## src/mdss_pkg.sv

```systemverilog
// Shared types and constants for the motor drive safety supervisor.
// No dependencies; imported by mdss_current, the top level, the drive checker and the testbench.
`default_nettype none

package mdss_pkg;

   // Item opcodes carried in req_tuser
   typedef enum logic [1:0] {
      OP_SUPERVISE = 2'd0,
      OP_SPEED     = 2'd1,
      OP_CLEAR     = 2'd2,
      OP_UNUSED    = 2'd3
   } opcode_type;

   // Configuration register indexes
   typedef enum logic [2:0] {
      CSR_PWM_FULL    = 3'd0,
      CSR_GAIN        = 3'd1,
      CSR_OFFSET      = 3'd2,
      CSR_MAX_CURRENT = 3'd3,
      CSR_TIMEOUT     = 3'd4,
      CSR_INVERT      = 3'd5,
      CSR_SPARE6      = 3'd6,
      CSR_SPARE7      = 3'd7
   } csr_index_type;

   // Field widths
   localparam int SPEED_W   = 16;
   localparam int ADC_W     = 12;
   localparam int ELAPSED_W = 10;
   localparam int PWM_W     = 16;
   localparam int CUR_W     = 19;
   localparam int GAIN_W    = 14;
   localparam int MA_W      = 18;
   localparam int WDOG_W    = 16;
   localparam int CSR_W     = 18;

   // Working width for signed current before saturation
   localparam int CUR_WORK_W = 21;
   localparam logic signed [CUR_WORK_W-1:0] CUR_SAT_POS = 21'sd262143;
   localparam logic signed [CUR_WORK_W-1:0] CUR_SAT_NEG = -21'sd262143;

   // Current measurement seen by the decision logic
   typedef struct packed {
      logic signed [CUR_W-1:0] current_ma;
      logic                    over_limit;
      logic                    inside_limit;
   } cur_status_type;

endpackage

`default_nettype wire

```

## src/mdss_current.sv

```systemverilog
// Current measurement: ADC scaling, offset, saturation and limit compare.
// Depends on mdss_pkg. Pure combinational logic.
`default_nettype none

module mdss_current
   import mdss_pkg::*;
#(
   parameter int ADC_BITS = 12
) (
   input  wire logic [ADC_W-1:0]  adc_sample,
   input  wire logic [GAIN_W-1:0] gain_q8,
   input  wire logic [MA_W-1:0]   offset_ma,
   input  wire logic [MA_W-1:0]   max_ma,
   output cur_status_type         status
);

   // Bits of the sample that are used
   localparam int ADC_USED = (ADC_BITS < ADC_W) ? ADC_BITS : ADC_W;
   localparam int PROD_W   = ADC_USED + GAIN_W + 1;
   localparam int SCALE_W  = PROD_W - 8;

   logic [ADC_USED-1:0]              adc_used;
   logic [PROD_W-1:0]                product;
   logic [SCALE_W-1:0]               scaled;
   logic signed [CUR_WORK_W-1:0]     diff;
   logic signed [CUR_WORK_W-1:0]     sat;
   logic signed [CUR_WORK_W-1:0]     lim;

   assign adc_used = adc_sample[ADC_USED-1:0];

   // Scale with round half up, then remove the zero offset
   assign product = PROD_W'(adc_used) * PROD_W'(gain_q8) + PROD_W'(128);
   assign scaled  = product[PROD_W-1:8];
   assign diff    = $signed(CUR_WORK_W'(scaled)) - $signed(CUR_WORK_W'(offset_ma));
   assign lim     = $signed(CUR_WORK_W'(max_ma));

   // Saturate to the reported range
   always_comb begin
      priority if (diff > CUR_SAT_POS) begin
         sat = CUR_SAT_POS;
      end else if (diff < CUR_SAT_NEG) begin
         sat = CUR_SAT_NEG;
      end else begin
         sat = diff;
      end
   end

   assign status.current_ma   = sat[CUR_W-1:0];
   assign status.over_limit   = (sat > lim) || (sat < -lim);
   assign status.inside_limit = (sat < lim) && (sat > -lim);

endmodule

`default_nettype wire

```

## src/motor_drive_safety_supervisor.sv

```systemverilog
// Motor drive safety supervisor, top level.
// Items pass from req accept through the input register and then the result register to rsp accept.
// Throughput: one item per cycle while the result side is not stalled; the drive, fault and watchdog state update
// in the same cycle the item moves from the input register to the result register.
// Reset: synchronous active high; clears state, item valids and restores
// configuration defaults.
`default_nettype none

module motor_drive_safety_supervisor
   import mdss_pkg::*;
#(
   parameter int ADC_BITS        = 12,
   parameter int SPEED_FRAC_BITS = 14
) (
   input  wire logic        clock,
   input  wire logic        reset,
   // input item
   input  wire logic        req_tvalid,
   output logic             req_tready,
   input  wire logic [39:0] req_tdata,  // speed_command[15:0], adc_sample[27:16],
                                        // elapsed_ms[37:28], zero pad
   input  wire logic [1:0]  req_tuser,  // opcode[1:0]
   // result item
   output logic             rsp_tvalid,
   input  wire logic        rsp_tready,
   output logic [39:0]      rsp_tdata,  // pwm_level[15:0], reverse[16], fault[17],
                                        // current_ma[36:18], zero pad
   // configuration
   input  wire logic        csr_we,
   input  wire logic [2:0]  csr_index,
   input  wire logic [CSR_W-1:0] csr_wdata
);

   localparam int MAG_W  = SPEED_FRAC_BITS + 1;
   localparam int LVL_PW = MAG_W + PWM_W;
   localparam logic signed [SPEED_W-1:0] FULL_POS = SPEED_W'(1 << SPEED_FRAC_BITS);
   localparam logic signed [SPEED_W-1:0] FULL_NEG = -FULL_POS;

   // Configuration registers
   logic [PWM_W-1:0]  pwm_full_ff;
   logic [GAIN_W-1:0] gain_ff;
   logic [MA_W-1:0]   offset_ff;
   logic [MA_W-1:0]   max_ff;
   logic [WDOG_W-1:0] timeout_ff;
   logic              invert_ff;

   always_ff @(posedge clock) begin
      if (reset) begin
         pwm_full_ff <= 16'd12500;
         gain_ff     <= 14'd6513;
         offset_ff   <= 18'd37879;
         max_ff      <= 18'd6000;
         timeout_ff  <= 16'd500;
         invert_ff   <= 1'b0;
      end else if (csr_we) begin
         unique case (csr_index_type'(csr_index))
            CSR_PWM_FULL:    pwm_full_ff <= csr_wdata[PWM_W-1:0];
            CSR_GAIN:        gain_ff     <= csr_wdata[GAIN_W-1:0];
            CSR_OFFSET:      offset_ff   <= csr_wdata[MA_W-1:0];
            CSR_MAX_CURRENT: max_ff      <= csr_wdata[MA_W-1:0];
            CSR_TIMEOUT:     timeout_ff  <= csr_wdata[WDOG_W-1:0];
            CSR_INVERT:      invert_ff   <= csr_wdata[0];
            default: ;
         endcase
      end
   end

   // Input register
   logic                      in_valid_ff;
   opcode_type                op_ff;
   logic signed [SPEED_W-1:0] speed_ff;
   logic [ADC_W-1:0]          adc_ff;
   logic [ELAPSED_W-1:0]      elapsed_ff;
   logic                      advance;

   assign advance    = in_valid_ff && (!rsp_tvalid || rsp_tready);
   assign req_tready = !in_valid_ff || advance;

   always_ff @(posedge clock) begin
      if (reset) begin
         in_valid_ff <= 1'b0;
      end else if (req_tready) begin
         in_valid_ff <= req_tvalid;
      end
   end

   always_ff @(posedge clock) begin
      if (req_tready && req_tvalid) begin
         op_ff      <= opcode_type'(req_tuser);
         speed_ff   <= $signed(req_tdata[15:0]);
         adc_ff     <= req_tdata[27:16];
         elapsed_ff <= req_tdata[37:28];
      end
   end

   // Current measurement
   cur_status_type cur;

   mdss_current #(
      .ADC_BITS(ADC_BITS)
   ) u_current (
      .adc_sample(adc_ff),
      .gain_q8   (gain_ff),
      .offset_ma (offset_ff),
      .max_ma    (max_ff),
      .status    (cur)
   );

   // Drive level from the commanded speed
   logic signed [SPEED_W-1:0] speed_clamp;
   logic signed [SPEED_W-1:0] speed_dir;
   logic [MAG_W-1:0]          mag;
   logic [LVL_PW-1:0]         lvl_prod;
   logic [PWM_W-1:0]          drive_level;
   logic                      drive_reverse;

   always_comb begin
      priority if (speed_ff > FULL_POS) begin
         speed_clamp = FULL_POS;
      end else if (speed_ff < FULL_NEG) begin
         speed_clamp = FULL_NEG;
      end else begin
         speed_clamp = speed_ff;
      end
   end

   assign speed_dir     = invert_ff ? -speed_clamp : speed_clamp;
   assign drive_reverse = speed_dir[SPEED_W-1];
   assign mag           = drive_reverse ? MAG_W'(-speed_dir) : MAG_W'(speed_dir);
   assign lvl_prod      = LVL_PW'(mag) * LVL_PW'(pwm_full_ff);
   assign drive_level   = lvl_prod[SPEED_FRAC_BITS +: PWM_W];

   // Supervisor state and its next value
   logic [PWM_W-1:0]  level_ff,   level_in;
   logic              reverse_ff, reverse_in;
   logic              fault_ff,   fault_in;
   logic [WDOG_W-1:0] ms_ff,      ms_in;

   // Watchdog advance, saturating
   logic [WDOG_W:0]   wdog_sum;
   logic [WDOG_W-1:0] wdog_adv;

   assign wdog_sum = (WDOG_W+1)'(ms_ff) + (WDOG_W+1)'(elapsed_ff);
   assign wdog_adv = wdog_sum[WDOG_W] ? {WDOG_W{1'b1}} : wdog_sum[WDOG_W-1:0];

   always_comb begin
      level_in   = level_ff;
      reverse_in = reverse_ff;
      fault_in   = fault_ff;
      ms_in      = wdog_adv;
      unique case (op_ff)
         OP_SPEED: begin
            ms_in = '0;
            if (!fault_ff) begin
               if (cur.over_limit) begin
                  level_in   = '0;
                  reverse_in = 1'b0;
                  fault_in   = 1'b1;
               end else begin
                  level_in   = drive_level;
                  reverse_in = drive_reverse;
               end
            end
         end
         OP_SUPERVISE: begin
            // timeout stop, then overcurrent stop and latch
            if (wdog_adv > timeout_ff || cur.over_limit) begin
               level_in   = '0;
               reverse_in = 1'b0;
            end
            if (cur.over_limit) begin
               fault_in = 1'b1;
            end
         end
         OP_CLEAR: begin
            if (cur.inside_limit) begin
               fault_in = 1'b0;
            end
         end
         OP_UNUSED: ;
      endcase
   end

   always_ff @(posedge clock) begin
      if (reset) begin
         level_ff   <= '0;
         reverse_ff <= 1'b0;
         fault_ff   <= 1'b0;
         ms_ff      <= '0;
      end else if (advance) begin
         level_ff   <= level_in;
         reverse_ff <= reverse_in;
         fault_ff   <= fault_in;
         ms_ff      <= ms_in;
      end
   end

   // Result register
   logic        rsp_valid_ff;
   logic [39:0] rsp_data_ff;

   always_ff @(posedge clock) begin
      if (reset) begin
         rsp_valid_ff <= 1'b0;
      end else if (advance) begin
         rsp_valid_ff <= 1'b1;
      end else if (rsp_tready) begin
         rsp_valid_ff <= 1'b0;
      end
   end

   always_ff @(posedge clock) begin
      if (advance) begin
         rsp_data_ff <= {3'b000, cur.current_ma, fault_in, reverse_in, level_in};
      end
   end

   assign rsp_tvalid = rsp_valid_ff;
   assign rsp_tdata  = rsp_data_ff;

   // Checks
   a_fault_stops: assert property (@(posedge clock) disable iff (reset)
      fault_ff |-> (level_ff == '0) && !reverse_ff)
      else $error("drive active while fault latched");

   a_stall_cause: assert property (@(posedge clock) disable iff (reset)
      !req_tready |-> in_valid_ff && rsp_tvalid && !rsp_tready)
      else $error("input stalled without output backpressure");

   a_reset_idle: assert property (@(posedge clock)
      reset |=> !rsp_tvalid && !in_valid_ff)
      else $error("items valid after reset");

   a_cur_range: assert property (@(posedge clock) disable iff (reset)
      rsp_tvalid |-> rsp_tdata[36:18] != 19'h40000)
      else $error("current outside saturation range");

endmodule

`default_nettype wire

```

## config.mk

```make
export PLATFORM = sky130hd
export DESIGN_NAME = motor_drive_safety_supervisor
export DESIGN_NICKNAME = d
export VERILOG_FILES = /design/src/mdss_pkg.sv /design/src/mdss_current.sv /design/src/motor_drive_safety_supervisor.sv
export SDC_FILE = /design/constraint.sdc
export NUM_CORES = 1
export LEC_CHECK = 0
export ABC_CLOCK_PERIOD_IN_PS = 20700
export BUFFER_PORTS_ARGS = -buffer_cell sky130_fd_sc_hd__buf_4
export CORE_MARGIN = 2
export CORE_UTILIZATION = 65
export DETAILED_ROUTE_END_ITERATION = 8
export PLACE_DENSITY_LB_ADDON = 0.05
export SYNTH_ARGS = -nofsm -noshare
export SYNTH_HDL_FRONTEND = slang
export SYNTH_SLANG_ARGS = --single-unit
```

## constraint.sdc

```tcl
create_clock -name clock -period 20.7 [get_ports clock]
set_input_delay 2.07 -clock clock [delete_from_list [all_inputs] [get_ports clock]]
set_output_delay 2.07 -clock clock [all_outputs]
set_load 0.02 [all_outputs]
```

# --- Yosys cells after proc, flatten, opt, wreduce, memory -nomap -nowiden ---
# Index checks and enable logic that the tools add are counted.
# Widths: inputs -> output; s select.
word_totals:
  word_cells: 82
  input_bits: 68
  register_bits: 196
  mem_bits_ro: 0
  out_inout_bits: 42
  memories: 0
  latch_bits: 0
  ramBits: 0
op_classes:
  n_mul: 2
  add_sub_neg: 6
  magnitude_cmp: 9
  bitwise: 0
  reduce_logical: 18
  mux: 23
  shifts: 0
  div_mod_pow: 0
  eq_ne: 7
ops:
  columns: ["cell", "count"]
  rows:
  - ["$mux 16", 8]
  - ["$mux 21", 2]
  - ["$pmux 16 s2", 1]
  - ["$mul 15x16->30", 1]
  - ["$add 26x8->27 const B", 1]
  - ["$mul 12x14->26", 1]
  - ["$gt 21x19->1", 1]
  - ["$gt 21x19->1 const B", 1]
  - ["$gt 21x21->1", 1]
  - ["$lt 21x19->1", 1]
  - ["$lt 21x19->1 const B", 1]
  - ["$lt 21x21->1", 1]
  - ["$neg 18->21", 1]
  - ["$sub 19x18->20", 1]
  - ["$add 16x10->17", 1]
  - ["$gt 16x16->1", 1]
  - ["$gt 16x16->1 const B", 1]
  - ["$lt 16x15->1 const B", 1]
  - ["$neg 16->16", 1]
  - ["$mux 15", 1]
  - ["$neg 15->15", 1]
  - ["$reduce_and 2->1", 6]
  - ["$mux 1", 9]
  - ["$eq 3x2->1 const B", 2]
  - ["other kinds (12)", 19]

# --- Logic depth before layout (Yosys ltp) ---
depth:
  word_depth: 11
  depth_mapped: 51
  mapped_depth_nobuf: 48

# --- Cells and area by module ---
# A second synthesis with hierarchy kept.
unflattened:
  cells_unflattened: 2796
  hier_area_um2: 24357.1
modules_own_cells:
  columns: ["module", "instances", "area_per_inst_um2", "seq_area_each_um2", "cells_each"]
  rows:
  - ["motor_drive_safety_supervisor", 1, 16593.4, 4694.5, 1823]
  - ["mdss_current", 1, 7763.7, 0.0, 973]

# --- Least setup slack after synthesis ---
# No wires, ideal clock.
synth_path:
  path_kind: "reg-to-reg"
  start: "register adc_ff[1]"
  end: "register rsp_data_ff[0] (netlist: rsp_tdata[0]), data pin"
  path_slack_ns: 10.374
  required_time_ns: 20.444
  stages_incl_launch_ff: 48
  arrival_ns: 10.070
  path_buffers: 4
  period_less_slack_ns: 10.326
  setup_time_ns: 0.256
  cell_sequence: "edfxtp_1 > clkbuf_1 > and2_1 > fa_1 > inv_1 > fa_1 > inv_1 > fa_1 > inv_1 > fa_1 > inv_1 > fa_1 > ha_1 > a21o_1 > a21o_1 > nand4bb_1 > and2_1 > a21oi_1 > [... 12 more ...] > nand2_1 > a211oi_1 > o21ai_0 > ha_1 > clkbuf_1 > o21ai_0 > ha_1 > nor2b_1 > o21a_1 > o21ai_0 > nand2b_1 > a21oi_1 > o21ai_0 > a221oi_1 > a2111o_1 > nand2_1 > clkbuf_1 > a22o_1"
synth_lines:
  columns: ["element", "line", "rtl"]
  rows:
  - ["start, declared", "motor_drive_safety_supervisor.sv:72", "logic [ADC_W-1:0] adc_ff;"]
  - ["start signal, assigned", "motor_drive_safety_supervisor.sv:91", "adc_ff <= req_tdata[27:16];"]
  - ["end signal, assigned", "motor_drive_safety_supervisor.sv:214", "rsp_data_ff <= {3'b000, cur.current_ma, fault_in, reverse_in, level_in};"]
  - ["end, declared", "motor_drive_safety_supervisor.sv:200", "logic [39:0] rsp_data_ff;"]

==> impl_metrics.json <==
{
  "worst_pin_slew_ps": 1240,
  "rsz0062_at_grt": "false",
  "fin_nets": 3326,
  "yosysWarnings": 0,
  "grt_max_degree": 91,
  "critPathRequiredTime_ps": 21100,
  "drv_cap": 0,
  "holdPathEnd": "offset_ff[17]",
  "num_antenna_cells": 0,
  "pin_count": 110,
  "ys.flop_type": "dfxtp_1",
  "avgSynthCellArea_um2": 8.86,
  "syn_inst": 2679,
  "post-route-period-util_pct": 62.3,
  "core_region_area_um2": 35700,
  "fmax_mhz": 77.6,
  "overflow": 0,
  "synth_common_cells": "474 x nand2_1, 427 x inv_1, 301 x fa_1",
  "start_kind": "register",
  "cts_tree": "done",
  "yosysUniqueCellTypes": 78,
  "syn_to_final_growth_pct": 7.15,
  "die_h_um": 195,
  "post_cts_buffers": 0,
  "syn_area_um2": 23700,
  "antenna_found_initial": 1,
  "worstPathMaxFanout": 18,
  "cpPeakStageDelay_ps": 1150,
  "drt_iter0_drc": 1268,
  "start_util_pct": 66.4,
  "r2r-end": "level_ff[6]",
  "crit_type": "register to register",
  "die_w_um": 195,
  "status": "complete, no violations",
  "finalClockSkew_ps": 16.4,
  "synth-edff-count": 77,
  "finalHoldViolations": 0,
  "relSlewSlack_pct": 17.1,
  "hold_path.startpoint": "offset_ff[17]",
  "h-tree-depth": 4,
  "setup_viol": 0,
  "grt_usage_pct": 31.8,
  "synth_seq_cells": 196,
  "min_path_cells": 2,
  "crit_arrival_ps": 13290,
  "layout-drive-gt1-share_pct": 6.76,
  "num_rows": 69,
  "wl_per_cell_um": 18.1,
  "synthArstFlopShare_pct": 0,
  "grt_pass1_wl_mm": 96.6,
  "r2r_slack_ps": 7810,
  "numPortBuffers": 104,
  "vias_per_cell": 5.86,
  "end_kind": "register",
  "routed-via-count": 18700,
  "hp-class": "register to register",
  "synth_most_common_cell": "nand2_1",
  "clk-insertion-delay-late_ps": 460,
  "fp.dieArea_um2": 38100,
  "yosysTopAreaCell": "fa_1",
  "slew_violations": 0,
  "crit_path_frequent_cell": "fa_1",
  "cp_slowest_cell": "a2111oi_4",
  "clkSinkCount": 196,
  "gp_congestion": 0.921,
  "path_clk_slew_ps": 90,
  "cts_root_buf": "clkbuf_16",
  "min_period_ps": 12890,
  "grt_pass1_vias": 19400,
  "netlist.area_leader.share_pct": 25.4,
  "firstDrtPassIters": 7,
  "cts_buffer_depth": 2,
  "cts_inserted_buffers": 17,
  "cts_resized": 0,
  "ant_nets": 0,
  "timing.rr.start": "gain_ff[5]",
  "hpwl_mm": 44.2,
  "ys_top_cells_by_area": "fa_1 25%, ha_1 13%, dfxtp_1 10%, edfxtp_1 9.7%, nand2_1 7.5%",
  "drt-total-wl_mm": 57.5,
  "ctsHoldBuffers": 0,
  "drc": 0,
  "yosysSeqAreaShare_pct": 19.8,
  "final.setup.tns_ps": 0,
  "reg2reg_depth": 40
}
## kinds of logic after synthesis
| logic type | after synthesis | synth area share, % |
|---|---|---|
| compound gates | 394 | 11.3 |
| xor+xnor | 90 | 3.32 |
| fa+ha+maj | 549 | 38.4 |
| buf+inv | 542 | 8.73 |
| flops | 196 | 19.8 |
| mux | 5 | 0.232 |
| other cells | 1 | 0.0158 |
| simple gates | 902 | 18.2 |
## cell usage in the layout (no fill, tap or decap), types with 5 or more instances in the layout
| cell | instances |
|---|---|
| edfxtp_1 | 77 |
| a211o_1 | 14 |
| o211ai_1 | 7 |
| a22o_1 | 41 |
| clkinv_8 | 6 |
| o21bai_1 | 10 |
| xnor2_1 | 62 |
| fa_1 | 301 |
| nand2b_1 | 28 |
| buf_4 | 124 |
| nor3_1 | 23 |
| or3_1 | 7 |
| xor2_1 | 27 |
| inv_1 | 426 |
| a32o_1 | 5 |
| a211oi_1 | 9 |
| a31oi_1 | 15 |
| nand2_1 | 474 |
| o21a_1 | 16 |
| a21boi_0 | 6 |
| and3_1 | 21 |
| ha_1 | 247 |
| nand4_1 | 25 |
| nor2b_1 | 45 |
| a21o_1 | 34 |
| clkbuf_16 | 17 |
| nand3b_1 | 34 |
| nor4_1 | 12 |
| or2_2 | 5 |
| dfxtp_1 | 119 |
| a21oi_1 | 127 |
| o21ai_0 | 63 |
| nand3_1 | 18 |
| and2_1 | 119 |
| nor2_1 | 68 |
## through the flow
step                      util (%)  setup WS, ps  instances  hold slack [ps]  instance area, um2
after floorplan                  -         10370       2681              429               23700
after global placement        69.4          8120       3151              443               24800
after detailed placement      69.4          7940       3151              448               24800
after CTS                     71.1          7900       3183              458               25400
after global routing          71.2          6830       3184              480               25400
final                         71.2          7810       3184              455               25400
## cell type report
class                           count  area (um2)
Multi-Input combinational cell   1943       17000
Timing Repair Buffer              124         931
Clock buffer                       17         425
Inverter                          428        1610
Fill cell                        2809       10300
Tap cell                          461         577
Clock inverter                     15         209
Sequential cell                   196        4690
## flip-flops by register name, indices dropped and copies added (netlist names), 12 cells and up
| signal | count |
|---|---|
| adc_ff | 12 |
| rsp_tdata | 37 |
| level_ff | 16 |
| ms_ff | 16 |
| pwm_full_ff | 16 |
| max_ff | 18 |
| gain_ff | 14 |
| timeout_ff | 16 |
| offset_ff | 18 |
| speed_ff | 16 |
## how the worst max path moves through the flow
| stage | slack, ps | end | cells past startpoint | from |
|---|---|---|---|---|
| floorplan | 10370 | rsp_tdata[0] | 47 | adc_ff[1] |
| global placement | 8120 | level_ff[13] | 42 | adc_ff[11] |
| detailed placement | 7940 | level_ff[5] | 39 | adc_ff[11] |
| CTS | 7900 | level_ff[6] | 39 | adc_ff[11] |
| global route | 6830 | level_ff[0] | 39 | adc_ff[10] |
| finish | 7810 | level_ff[6] | 40 | gain_ff[5] |
## critical path: cells and delay by family, from the launching register on
kind | cells | cell delay [ps]
adders and majority gates | 8 | 3830
and+or+nand+nor | 8 | 2340
xor gates and xnor gates | 1 | 160
DFF | 1 | 760
AOI/OAI and AO/OA | 20 | 5500
buffers and inverters | 3 | 180
## metal layers
layer,track usage (%),vias to the layer above,share of wire (%)
met2,54.3,611,49
met1,41.9,9223,42
met3,4.75,116,6.4
met4,9.87,0,2.5
met5,0,-,0
li1,-,8715,-
Power is left out: the tool's default activity adds up to more than one toggle a clock period on the data nets, which glitch-free logic cannot reach.
